## src/rtl/i2crm_pkg.sv

```systemverilog
`timescale 1ns / 1ps
// ----------------------------------------------------------------------------
// i2crm_pkg
// Shared types and constants of the I2C register master: sequencer steps,
// byte roles, configuration indexes and the item structs of both channels.
// ----------------------------------------------------------------------------
package i2crm_pkg;

    // sizing
    localparam int MAX_BURST         = 256;
    localparam int TICK_COUNTER_BITS = 10;
    localparam int PHASE_W           = 10;
    localparam int PREAMBLE_W        = 5;
    localparam int COUNT_W           = 9;

    // configuration reset values
    localparam logic [PHASE_W-1:0]    PHASE_TICKS_RESET = 10'd1;
    localparam logic [PREAMBLE_W-1:0] PREAMBLE_RESET    = 5'd16;

    // configuration register indexes
    typedef enum logic [0:0] {
        CFG_PHASE_TICKS     = 1'b0,
        CFG_PREAMBLE_PULSES = 1'b1
    } cfg_index_t;

    // sequencer steps
    typedef enum logic [4:0] {
        ST_IDLE      = 5'd0,
        ST_PRE_HI    = 5'd1,
        ST_PRE_LO    = 5'd2,
        ST_STA_A     = 5'd3,
        ST_STA_B     = 5'd4,
        ST_STA_C     = 5'd5,
        ST_STA_D     = 5'd6,
        ST_TX_LO     = 5'd7,
        ST_TX_SET    = 5'd8,
        ST_TX_HI     = 5'd9,
        ST_ACK_LO    = 5'd10,
        ST_ACK_HI    = 5'd11,
        ST_WAIT_DATA = 5'd12,
        ST_RX_LO     = 5'd13,
        ST_RX_HI     = 5'd14,
        ST_MACK_LO   = 5'd15,
        ST_MACK_SET  = 5'd16,
        ST_MACK_HI   = 5'd17,
        ST_STOP_A    = 5'd18,
        ST_STOP_B    = 5'd19,
        ST_STOP_C    = 5'd20,
        ST_STOP_D    = 5'd21
    } step_t;

    // which byte is on the bus
    typedef enum logic [2:0] {
        ROLE_ADDR_W = 3'd0,
        ROLE_REG_HI = 3'd1,
        ROLE_REG_LO = 3'd2,
        ROLE_DATA   = 3'd3,
        ROLE_ADDR_R = 3'd4,
        ROLE_RX     = 3'd5
    } role_t;

    // one input tick
    typedef struct packed {
        logic               command_valid;
        logic               mode;
        logic [6:0]         device_address;
        logic [15:0]        register_address;
        logic [COUNT_W-1:0] byte_count;
        logic [7:0]         write_byte;
        logic               write_byte_valid;
        logic               sda_sample;
    } in_t;

    // one result tick
    typedef struct packed {
        logic       scl_level;
        logic       sda_level;
        logic       sda_drive_enable;
        logic [7:0] read_byte;
        logic       read_byte_valid;
        logic       read_last;
        logic       write_byte_taken;
        logic       nack_seen;
        logic       busy_res;
        logic       done_res;
    } out_t;

    // sequencer state apart from the tick counter
    typedef struct packed {
        step_t                 step;
        role_t                 role;
        logic [2:0]            bit_cnt;
        logic [COUNT_W-1:0]    bytes_left;
        logic [7:0]            shift_byte;
        logic [PREAMBLE_W-1:0] pulse_cnt;
        logic [6:0]            dev_addr;
        logic [15:0]           reg_addr;
        logic                  rd_mode;
        logic                  nack;
        logic                  scl;
        logic                  sda;
        logic                  sda_oe;
    } seq_state_t;

endpackage

```

## src/rtl/i2crm_step.sv

```systemverilog
`timescale 1ns / 1ps
// ----------------------------------------------------------------------------
// i2crm_step
// Combinational sequencer update for one tick: from the current state, the
// tick counter, the configuration and one input item to the next state and
// the result item of that tick.
// ----------------------------------------------------------------------------
module i2crm_step #(
    parameter int TICK_BITS = i2crm_pkg::TICK_COUNTER_BITS
) (
    input  i2crm_pkg::seq_state_t                    cur,
    input  logic [TICK_BITS-1:0]                     tick_cur,
    input  logic [i2crm_pkg::PHASE_W-1:0]            phase_ticks,
    input  logic [i2crm_pkg::PREAMBLE_W-1:0]         preamble_pulses,
    input  i2crm_pkg::in_t                           item,
    output i2crm_pkg::seq_state_t                    nxt,
    output logic [TICK_BITS-1:0]                     tick_nxt,
    output i2crm_pkg::out_t                          res
);
    import i2crm_pkg::*;

    step_t                 step_next;
    step_t                 take_step;
    logic                  tick_zero;
    logic                  do_adv;
    logic                  entered;
    logic [PREAMBLE_W-1:0] pulse_inc;
    logic [2:0]            bit_inc;
    logic [COUNT_W-1:0]    bytes_dec;
    logic                  bytes_dec_zero;
    logic [TICK_BITS-1:0]  phase_cut;
    logic [TICK_BITS-1:0]  tick_reload;

    // shared helper terms
    assign tick_zero      = (tick_cur == '0);
    assign do_adv         = (cur.step != ST_IDLE) && (cur.step != ST_WAIT_DATA) && tick_zero;
    assign pulse_inc      = cur.pulse_cnt + PREAMBLE_W'(1);
    assign bit_inc        = cur.bit_cnt + 3'd1;
    assign bytes_dec      = (cur.bytes_left != '0) ? cur.bytes_left - COUNT_W'(1)
                                                   : cur.bytes_left;
    assign bytes_dec_zero = (bytes_dec == '0);
    assign take_step      = item.write_byte_valid ? ST_TX_LO : ST_WAIT_DATA;
    assign phase_cut      = TICK_BITS'(phase_ticks);
    assign tick_reload    = (phase_cut == '0) ? '0 : phase_cut - TICK_BITS'(1);

    // next step
    always_comb
    begin
        step_next = cur.step;
        if (cur.step == ST_IDLE)
        begin
            if (item.command_valid)
            begin
                step_next = (preamble_pulses != '0) ? ST_PRE_HI : ST_STA_A;
            end
        end
        else if (cur.step == ST_WAIT_DATA)
        begin
            step_next = take_step;
        end
        else if (do_adv)
        begin
            unique case (cur.step)
                ST_PRE_HI:   step_next = ST_PRE_LO;
                ST_PRE_LO:   step_next = (pulse_inc < preamble_pulses) ? ST_PRE_HI : ST_STA_A;
                ST_STA_A:    step_next = ST_STA_B;
                ST_STA_B:    step_next = ST_STA_C;
                ST_STA_C:    step_next = ST_STA_D;
                ST_STA_D:    step_next = ST_TX_LO;
                ST_TX_LO:    step_next = ST_TX_SET;
                ST_TX_SET:   step_next = ST_TX_HI;
                ST_TX_HI:    step_next = (bit_inc == 3'd0) ? ST_ACK_LO : ST_TX_LO;
                ST_ACK_LO:   step_next = ST_ACK_HI;
                ST_ACK_HI:
                begin
                    unique case (cur.role)
                        ROLE_ADDR_W: step_next = ST_TX_LO;
                        ROLE_REG_HI: step_next = ST_TX_LO;
                        ROLE_REG_LO: step_next = cur.rd_mode ? ST_STA_A : take_step;
                        ROLE_DATA:   step_next = bytes_dec_zero ? ST_STOP_A : take_step;
                        ROLE_ADDR_R: step_next = ST_RX_LO;
                        default:     step_next = ST_STOP_A;
                    endcase
                end
                ST_RX_LO:    step_next = ST_RX_HI;
                ST_RX_HI:    step_next = (bit_inc == 3'd0) ? ST_MACK_LO : ST_RX_LO;
                ST_MACK_LO:  step_next = ST_MACK_SET;
                ST_MACK_SET: step_next = ST_MACK_HI;
                ST_MACK_HI:  step_next = (cur.bytes_left == '0) ? ST_STOP_A : ST_RX_LO;
                ST_STOP_A:   step_next = ST_STOP_B;
                ST_STOP_B:   step_next = ST_STOP_C;
                ST_STOP_C:   step_next = ST_STOP_D;
                default:     step_next = ST_IDLE;
            endcase
        end
    end

    // a pin phase starts on every move into a timed step
    assign entered = (step_next != cur.step) && (step_next != ST_IDLE)
                     && (step_next != ST_WAIT_DATA);

    // datapath, pin levels and result
    always_comb
    begin
        logic [COUNT_W-1:0] n_cnt;
        logic [7:0]         rx_byte;

        n_cnt   = item.byte_count;
        rx_byte = {cur.shift_byte[6:0], item.sda_sample};
        nxt      = cur;
        nxt.step = step_next;
        res      = '0;

        if (n_cnt == '0)
        begin
            n_cnt = COUNT_W'(1);
        end
        if (32'(n_cnt) > 32'(MAX_BURST))
        begin
            n_cnt = COUNT_W'(MAX_BURST);
        end

        // command latch
        if ((cur.step == ST_IDLE) && item.command_valid)
        begin
            nxt.rd_mode    = item.mode;
            nxt.dev_addr   = item.device_address;
            nxt.reg_addr   = item.register_address;
            nxt.bytes_left = n_cnt;
            nxt.nack       = 1'b0;
            nxt.pulse_cnt  = '0;
            nxt.bit_cnt    = 3'd0;
            nxt.role       = ROLE_ADDR_W;
            nxt.shift_byte = {item.device_address, 1'b0};
        end

        // write data handshake while parked
        if ((cur.step == ST_WAIT_DATA) && item.write_byte_valid)
        begin
            res.write_byte_taken = 1'b1;
            nxt.shift_byte       = item.write_byte;
            nxt.bit_cnt          = 3'd0;
        end

        // end-of-phase actions
        if (do_adv)
        begin
            unique case (cur.step)
                ST_PRE_LO: nxt.pulse_cnt = pulse_inc;
                ST_STA_D:  nxt.bit_cnt = 3'd0;
                ST_TX_HI:
                begin
                    nxt.shift_byte = {cur.shift_byte[6:0], 1'b0};
                    nxt.bit_cnt    = bit_inc;
                end
                ST_ACK_HI:
                begin
                    if (item.sda_sample)
                    begin
                        nxt.nack = 1'b1;
                    end
                    unique case (cur.role)
                        ROLE_ADDR_W:
                        begin
                            nxt.role       = ROLE_REG_HI;
                            nxt.shift_byte = cur.reg_addr[15:8];
                            nxt.bit_cnt    = 3'd0;
                        end
                        ROLE_REG_HI:
                        begin
                            nxt.role       = ROLE_REG_LO;
                            nxt.shift_byte = cur.reg_addr[7:0];
                            nxt.bit_cnt    = 3'd0;
                        end
                        ROLE_REG_LO:
                        begin
                            if (cur.rd_mode)
                            begin
                                nxt.role       = ROLE_ADDR_R;
                                nxt.shift_byte = {cur.dev_addr, 1'b1};
                            end
                            else
                            begin
                                nxt.role = ROLE_DATA;
                                if (item.write_byte_valid)
                                begin
                                    res.write_byte_taken = 1'b1;
                                    nxt.shift_byte       = item.write_byte;
                                    nxt.bit_cnt          = 3'd0;
                                end
                            end
                        end
                        ROLE_DATA:
                        begin
                            nxt.bytes_left = bytes_dec;
                            if (!bytes_dec_zero && item.write_byte_valid)
                            begin
                                res.write_byte_taken = 1'b1;
                                nxt.shift_byte       = item.write_byte;
                                nxt.bit_cnt          = 3'd0;
                            end
                        end
                        ROLE_ADDR_R:
                        begin
                            nxt.role       = ROLE_RX;
                            nxt.shift_byte = 8'd0;
                            nxt.bit_cnt    = 3'd0;
                        end
                        default:
                        begin
                            nxt.role = cur.role;
                        end
                    endcase
                end
                ST_RX_HI:
                begin
                    nxt.shift_byte = rx_byte;
                    nxt.bit_cnt    = bit_inc;
                    if (bit_inc == 3'd0)
                    begin
                        nxt.bytes_left      = bytes_dec;
                        res.read_byte_valid = 1'b1;
                        res.read_byte       = rx_byte;
                        res.read_last       = bytes_dec_zero;
                    end
                end
                ST_MACK_HI:
                begin
                    if (cur.bytes_left != '0)
                    begin
                        nxt.shift_byte = 8'd0;
                    end
                end
                ST_STOP_D: res.done_res = 1'b1;
                default:   nxt.bit_cnt = cur.bit_cnt;
            endcase
        end

        // pin levels of the step being entered
        if (entered)
        begin
            unique case (step_next)
                ST_PRE_HI, ST_STA_C, ST_TX_HI, ST_ACK_HI, ST_RX_HI, ST_MACK_HI, ST_STOP_C:
                begin
                    nxt.scl = 1'b1;
                end
                ST_PRE_LO, ST_STA_A, ST_TX_LO, ST_MACK_LO, ST_STOP_A:
                begin
                    nxt.scl = 1'b0;
                end
                ST_ACK_LO, ST_RX_LO:
                begin
                    nxt.scl    = 1'b0;
                    nxt.sda_oe = 1'b0;
                end
                ST_STA_B, ST_STOP_D:
                begin
                    nxt.sda    = 1'b1;
                    nxt.sda_oe = 1'b1;
                end
                ST_STA_D, ST_STOP_B:
                begin
                    nxt.sda    = 1'b0;
                    nxt.sda_oe = 1'b1;
                end
                ST_TX_SET:
                begin
                    nxt.sda    = cur.shift_byte[7];
                    nxt.sda_oe = 1'b1;
                end
                ST_MACK_SET:
                begin
                    nxt.sda    = (cur.bytes_left == '0);
                    nxt.sda_oe = 1'b1;
                end
                default:
                begin
                    nxt.scl = cur.scl;
                end
            endcase
        end

        // phase hold counter
        if (entered)
        begin
            tick_nxt = tick_reload;
        end
        else if (do_adv)
        begin
            tick_nxt = '0;
        end
        else if ((cur.step != ST_IDLE) && (cur.step != ST_WAIT_DATA))
        begin
            tick_nxt = tick_cur - TICK_BITS'(1);
        end
        else
        begin
            tick_nxt = tick_cur;
        end

        res.scl_level        = nxt.scl;
        res.sda_level        = nxt.sda;
        res.sda_drive_enable = nxt.sda_oe;
        res.nack_seen        = nxt.nack;
        res.busy_res         = (step_next != ST_IDLE);
    end

endmodule

```

## src/rtl/i2c_register_master_core.sv

```systemverilog
`timescale 1ns / 1ps
// ----------------------------------------------------------------------------
// i2c_register_master_core
// Bit-level I2C master for devices with 16-bit register addresses: bus-clear
// preamble, START, address and register bytes, burst write or burst read
// with repeated START, STOP.
// ----------------------------------------------------------------------------
// Every transaction on the input channel is one timing tick carrying the SDA
// sample and command fields; every tick yields exactly one result
// transaction with the SCL/SDA levels and byte/status flags. A tick passes
// an input register and then a result register before its result is
// offered, and one tick is taken every cycle when the output side does not
// stall; the combinational sequencer update between those two registers
// sets that rate. Write configuration only while the bus is idle.
module i2c_register_master_core #(
    parameter int TICK_COUNTER_BITS = i2crm_pkg::TICK_COUNTER_BITS
) (
    input  logic                              clk,
    input  logic                              rst_n,
    input  logic                              in_valid,
    output logic                              in_stall,
    input  i2crm_pkg::in_t                    in_item,
    output logic                              out_valid,
    input  logic                              out_stall,
    output i2crm_pkg::out_t                   out_item,
    input  logic                              cfg_valid,
    output logic                              cfg_ready,
    input  i2crm_pkg::cfg_index_t             cfg_index,
    input  logic [i2crm_pkg::PHASE_W-1:0]     cfg_data
);
    import i2crm_pkg::*;

    logic                         in_valid_reg;
    in_t                          in_item_reg;
    logic                         out_valid_reg;
    out_t                         out_item_reg;
    seq_state_t                   state_reg;
    seq_state_t                   state_next;
    logic [TICK_COUNTER_BITS-1:0] tick_reg;
    logic [TICK_COUNTER_BITS-1:0] tick_next;
    out_t                         res_next;
    logic [PHASE_W-1:0]           phase_reg;
    logic [PREAMBLE_W-1:0]        preamble_reg;
    logic                         pipe_en;
    logic                         proc_en;

    // pipeline control
    assign pipe_en   = !out_valid_reg || !out_stall;
    assign proc_en   = pipe_en && in_valid_reg;
    assign in_stall  = in_valid_reg && !pipe_en;
    assign out_valid = out_valid_reg;
    assign out_item  = out_item_reg;
    assign cfg_ready = 1'b1;

    // configuration registers
    always_ff @(posedge clk or negedge rst_n)
    begin
        if (!rst_n)
        begin
            phase_reg    <= PHASE_TICKS_RESET;
            preamble_reg <= PREAMBLE_RESET;
        end
        else if (cfg_valid && cfg_ready)
        begin
            unique case (cfg_index)
                CFG_PHASE_TICKS:     phase_reg    <= cfg_data;
                CFG_PREAMBLE_PULSES: preamble_reg <= cfg_data[PREAMBLE_W-1:0];
            endcase
        end
    end

    // input register
    always_ff @(posedge clk or negedge rst_n)
    begin
        if (!rst_n)
        begin
            in_valid_reg <= 1'b0;
        end
        else if (!in_stall)
        begin
            in_valid_reg <= in_valid;
        end
    end

    always_ff @(posedge clk)
    begin
        if (in_valid && !in_stall)
        begin
            in_item_reg <= in_item;
        end
    end

    // sequencer update
    i2crm_step #(
        .TICK_BITS (TICK_COUNTER_BITS)
    ) u_step (
        .cur             (state_reg),
        .tick_cur        (tick_reg),
        .phase_ticks     (phase_reg),
        .preamble_pulses (preamble_reg),
        .item            (in_item_reg),
        .nxt             (state_next),
        .tick_nxt        (tick_next),
        .res             (res_next)
    );

    // sequencer state
    always_ff @(posedge clk or negedge rst_n)
    begin
        if (!rst_n)
        begin
            state_reg.step       <= ST_IDLE;
            state_reg.role       <= ROLE_ADDR_W;
            state_reg.bit_cnt    <= '0;
            state_reg.bytes_left <= '0;
            state_reg.shift_byte <= '0;
            state_reg.pulse_cnt  <= '0;
            state_reg.dev_addr   <= '0;
            state_reg.reg_addr   <= '0;
            state_reg.rd_mode    <= 1'b0;
            state_reg.nack       <= 1'b0;
            state_reg.scl        <= 1'b1;
            state_reg.sda        <= 1'b1;
            state_reg.sda_oe     <= 1'b1;
            tick_reg             <= '0;
        end
        else if (proc_en)
        begin
            state_reg <= state_next;
            tick_reg  <= tick_next;
        end
    end

    // result register
    always_ff @(posedge clk or negedge rst_n)
    begin
        if (!rst_n)
        begin
            out_valid_reg <= 1'b0;
        end
        else if (pipe_en)
        begin
            out_valid_reg <= in_valid_reg;
        end
    end

    always_ff @(posedge clk)
    begin
        if (proc_en)
        begin
            out_item_reg <= res_next;
        end
    end

`ifndef SYNTHESIS
    // a completed stop leaves the block idle
    a_done_not_busy: assert property (@(posedge clk) disable iff (!rst_n)
        out_valid && out_item.done_res |-> !out_item.busy_res)
        else $error("done pulse while still busy");

    // a received byte always belongs to a running transaction
    a_rx_busy: assert property (@(posedge clk) disable iff (!rst_n)
        out_valid && out_item.read_byte_valid |-> out_item.busy_res)
        else $error("read byte outside a transaction");

    // a taken write byte starts a low clock phase
    a_take_scl_low: assert property (@(posedge clk) disable iff (!rst_n)
        out_valid && out_item.write_byte_taken |-> !out_item.scl_level)
        else $error("write byte taken with scl high");

    // sda stays released while waiting for write data
    a_wait_released: assert property (@(posedge clk) disable iff (!rst_n)
        state_reg.step == ST_WAIT_DATA |-> !state_reg.sda_oe)
        else $error("sda driven while waiting for data");

    // the sequencer moves only on a processed tick
    a_step_hold: assert property (@(posedge clk) disable iff (!rst_n)
        !proc_en |=> $stable(state_reg.step))
        else $error("sequencer moved without a tick");
`endif

endmodule

```

## config.mk

```make
export PLATFORM = sky130hd
export DESIGN_NAME = i2c_register_master_core
export DESIGN_NICKNAME = d
export VERILOG_FILES = /design/src/rtl/i2crm_pkg.sv /design/src/rtl/i2crm_step.sv /design/src/rtl/i2c_register_master_core.sv
export SDC_FILE = /design/constraint.sdc
export NUM_CORES = 1
export LEC_CHECK = 0
export ABC_AREA = 1
export BUFFER_PORTS_ARGS = -buffer_cell sky130_fd_sc_hd__buf_2
export CAP_MARGIN = 20
export CORE_MARGIN = 2
export CORE_UTILIZATION = 35
export CTS_BUF_LIST = sky130_fd_sc_hd__clkbuf_8 sky130_fd_sc_hd__clkbuf_16
export CTS_CLUSTER_DIAMETER = 200
export DETAILED_ROUTE_END_ITERATION = 8
export MAX_ROUTING_LAYER = met4
export SYNTH_ARGS = -nofsm -noshare
export SYNTH_HDL_FRONTEND = slang
export SYNTH_SLANG_ARGS = --single-unit
export TNS_END_PERCENT = 20
```

## constraint.sdc

```tcl
create_clock -name clk -period 2.7 [get_ports clk]
set_input_delay 0.27 -clock clk [delete_from_list [all_inputs] [get_ports clk]]
set_output_delay 0.27 -clock clk [all_outputs]
set_load 0.03 [all_outputs]
```

==> impl_summary.txt <==
----------------------------------------------------
[CTS]
  CTS Buf Count ... 17
  Clock Pin Slew Worst Setup and Hold Paths ... approximately 0.070 ns
  Clock tree from TritonCTS ... built
  H-Tree Depth ... 4
  Sinks on the clock net ... 149
  Cell at the root of the clock tree ... sky130_fd_sc_hd__clkbuf_16
  Clock latency at the later pin of the worst-skew pair ... 0.44 ns
  Largest buffer count on any clock path ... 2

[Place]
  Placed cell area ... 0.0102 mm²
  Cell Count Post-Placement ... 1557
  Placement Setup Slack ... -0.313 ns
  DP HPWL ... between 15 and 20 mm
  Global placement routability congestion ... 0.928
  Port Buffers ... 78

[Die]
  Core region area ... 0.0236 mm²
  Die Height ... 160 µm
  Area of the die ... 0.0254 mm²
  Number of rows in the core area ... 56
  # IOs ... 80
  Horizontal die dimension ... 160 µm
  Starting utilization of the core area ... 35.8%

[Global route]
  Residual overflow from global routing ... 0
  Antenna violations before repair ... 0
  Maximum number of pins on one net before global-route repair ... 47
  Met1 global-route usage ... 25.6%
  Grt met2 use ... 29.7%
  Wire length of the first global-routing pass ... ~38 mm
  Met3 demand-to-capacity share in global routing ... 2.81%
  Most Used Layer, Global Route ... met2
  Global router's overall resource usage ... roughly a fifth
  Number of global-route vias before repair ... approximately 7600

[Finish]
  Final std cell area, no fill ... approximately 0.012 mm²
  Number of standard cells in the layout, taps in and fillers out ... 1628
  Ant. Diodes ... 0
  Number of nets in the finished design ... 1367
  Fin util ... 48.8%
  Max reg flops ... 61
  Leading cell types in the layout, fill and taps excluded ... sky130_fd_sc_hd__nand2_1 (260), sky130_fd_sc_hd__buf_4 (135), sky130_fd_sc_hd__inv_1 (98), sky130_fd_sc_hd__nor2_1 (82), sky130_fd_sc_hd__dfrtp_1 (81)
  P&R area growth vs syn ... 36.3%
  Leading cell type in the layout, fill and taps excluded ... sky130_fd_sc_hd__nand2_1
  Layout cell share with drive strength beyond 1 ... ~30%

[Timing]
  Final setup vio count ... 17
  Final-layout worst hold slack ... 0.00966 ns
  Slew at the pin closest to its max-slew limit ... 0.602 ns
  Hold violation total from the final report ... 0
  Final worst path period share ... 109%
  Maximum operating frequency ... approximately 340 MHz
  Worst Clk Skew ... approximately 0.011 ns
  RSZ-0062 raised after global routing ... yes
  Final setup slack of the worst path ... -0.238 ns
  Tmin final ... about 2.9 ns
  Number of pins exceeding their max-slew limit in the final report ... 0
  Headroom to the max-slew limit ... between 50% and 60%

[Synth]
  Yosys warns ... 0
  Per-instance average area after synthesis ... just over 8 µm²
  Cell types with the largest area share after synthesis ... sky130_fd_sc_hd__dfrtp_1 (25%), sky130_fd_sc_hd__edfxtp_1 (22%), sky130_fd_sc_hd__nand2_1 (13%)
  EDFF count, synth ... 61
  Net count after synthesis ... 1121
  Async SR Flop Fraction ... 59.1%
  Leading register cell type out of synthesis ... sky130_fd_sc_hd__dfrtp_1
  Distinct cell type count of the synthesized netlist ... 53
  Flip-flop and latch count after synthesis ... 149
  Yosys top cell area share ... 24.5%
  Synth Cell Area ... between 0.008 and 0.009 mm²
  Synthesized netlist cell count ... 1050
  Portion of the post-synthesis area used by sequential elements ... 47.7%
  Largest area contributor in the synthesized netlist ... sky130_fd_sc_hd__dfrtp_1

[Setup path]
  Arrival time at the worst endpoint ... 3.13 ns
  Critical Path Sink Type ... flop
  Crit path max fanout ... 2
  Nature of the critical path startpoint ... flop
  Worst Path Required ... around 2.9 ns
  Worst setup path category ... reg -> reg

[Worst hold path]
  Tightest Hold Check Type ... in -> reg

[Route]
  Number of optimization iterations in the first detailed-route pass ... 6
  Post-route DRC ... 0
  Residual antenna-violating net count after detailed routing ... 0
  Initial drt markers ... 622
  Overall via count from detail_route ... 7912
  Per-cell routed wire length ... 14.3 µm
  Total Routed Length ... 23.2 mm
  Via density per instance ... 4.86

[Outcome]
  Failing checks ... setup timing
  Run status ... finished with violations

[Power]
  Leakage Power ... between 5 and 6 nW
  Power density relative to cell area ... around 1100 mW/mm²
  IR Drop Worst-Case VDD ... 0.487 mV

[Run]
  Maximum capacitance violations ... 0

----------------------------------------------------
==> logic make-up after synthesis <==
| kind of cell | Yosys count | share of synthesized area [%] |
|---|---|---|
| AOI/OAI and AO/OA | 207 | 14.4 |
| xor gates and xnor gates | 18 | 1.86 |
| adders and majority gates | 11 | 1.63 |
| buffers and inverters | 156 | 7.21 |
| DFF | 149 | 47.7 |
| muxes | 4 | 0.532 |
| other | 1 | 0.0443 |
| and+or+nand+nor | 504 | 26.6 |
==> critical path: stages (launching register included) <==
cell and delay, ns:
sky130_fd_sc_hd__dfrtp_1 0.42, sky130_fd_sc_hd__ha_4 0.19, sky130_fd_sc_hd__nand3_2 0.06, sky130_fd_sc_hd__xor2_1 0.16, sky130_fd_sc_hd__inv_1 0.10, sky130_fd_sc_hd__ha_4 0.28, sky130_fd_sc_hd__nand2_2 0.04, sky130_fd_sc_hd__inv_2 0.05
sky130_fd_sc_hd__nand4_1 0.07, sky130_fd_sc_hd__a31oi_1 0.15, sky130_fd_sc_hd__nor2_1 0.08, sky130_fd_sc_hd__nand3_2 0.08, sky130_fd_sc_hd__nand2_1 0.06, sky130_fd_sc_hd__nand2_2 0.09, sky130_fd_sc_hd__buf_4 0.11, sky130_fd_sc_hd__nand3_1 0.11
sky130_fd_sc_hd__nor3_2 0.23, sky130_fd_sc_hd__nor2_1 0.08, sky130_fd_sc_hd__nand3_2 0.08, sky130_fd_sc_hd__nand3_1 0.08, sky130_fd_sc_hd__and2_1 0.16
==> cell usage after synthesis (2+ instances only) <==
cell	count
sky130_fd_sc_hd__nand2_4	5
sky130_fd_sc_hd__o22ai_1	10
sky130_fd_sc_hd__nand2_2	20
sky130_fd_sc_hd__mux2_2	4
sky130_fd_sc_hd__buf_4	3
sky130_fd_sc_hd__a31oi_1	5
sky130_fd_sc_hd__nor2_1	87
sky130_fd_sc_hd__o311ai_1	3
sky130_fd_sc_hd__o211ai_1	23
sky130_fd_sc_hd__inv_2	25
sky130_fd_sc_hd__inv_1	102
sky130_fd_sc_hd__nor2_4	6
sky130_fd_sc_hd__o21ai_1	14
sky130_fd_sc_hd__nor3_1	8
sky130_fd_sc_hd__o21ai_0	87
sky130_fd_sc_hd__nand4_1	8
sky130_fd_sc_hd__edfxtp_1	61
sky130_fd_sc_hd__a32o_1	2
sky130_fd_sc_hd__nand3_1	59
sky130_fd_sc_hd__o221ai_1	3
sky130_fd_sc_hd__nor2_2	9
sky130_fd_sc_hd__nand3_2	7
sky130_fd_sc_hd__o21ai_2	2
sky130_fd_sc_hd__clkinv_1	3
sky130_fd_sc_hd__dfrtp_1	83
sky130_fd_sc_hd__dfstp_2	5
sky130_fd_sc_hd__a221oi_1	4
sky130_fd_sc_hd__clkbuf_1	20
sky130_fd_sc_hd__a21oi_1	40
sky130_fd_sc_hd__buf_2	2
sky130_fd_sc_hd__xnor2_1	5
sky130_fd_sc_hd__nor4_1	5
sky130_fd_sc_hd__xor2_1	13
sky130_fd_sc_hd__ha_1	11
sky130_fd_sc_hd__nand2_1	284
sky130_fd_sc_hd__a22oi_1	4
sky130_fd_sc_hd__o311ai_0	2
==> cell type report <==
cell class	count	area, µm²
well taps	319	399
clock inverters	15	199
clock buffers	17	425
fillers	2278	12100
repair buffers	253	1870
flip-flops and latches	149	4040
inverters	130	498
multi-input cells	745	4100
==> power by group <==
group	leakage, nW	switching (mW)	internal, mW
combinational	3.41	3.74	2.84
clock	0.300	1.20	1.27
sequential	1.67	0.390	2.99
==> layer usage <==
metal / up-vias / wire length, µm
met5: - / 0
met4: 0 / 370
met3: 32 / 965
met2: 183 / 10900
met1: 3694 / 11000
li1: 4003 / -
==> final timing paths <==
path,slack [ns],depth (start not counted),start,to
min in group asynchronous,0.39,2,rst_n,state_reg[46]
min reg2reg,0.45,2,in_item_reg[23],state_reg[9]
max,-0.24,20,state_reg[28],out_item[15]
min,0.01,1,in_item[14],in_item_reg[14]
max reg2reg,-0.24,20,state_reg[28],out_item[15]
max in group asynchronous,1.64,3,rst_n,state_reg[50]
==> per-stage QoR <==
step / setup TNS (ns) / power [mW]
global placement: -1.88 / 9.14
floorplan: -0.0351 / 6.80
global route: -7.53 / 13.3
detailed placement: -3.54 / 9.18
finish: -2.61 / 12.4
CTS: -2.28 / 11.9
==> timing repair <==
action / CTS / global route
pin swaps: 13 / 36
gates cloned: 0 / 0
endpoints found under the setup margin: 17 / 28
hold buffers: 29 / 0
resized for setup: 18 / 69
hold endpoints to repair: 65 / 0
buffers inserted: 1 / 9
No activity file was read; power rests on OpenSTA's default activity.
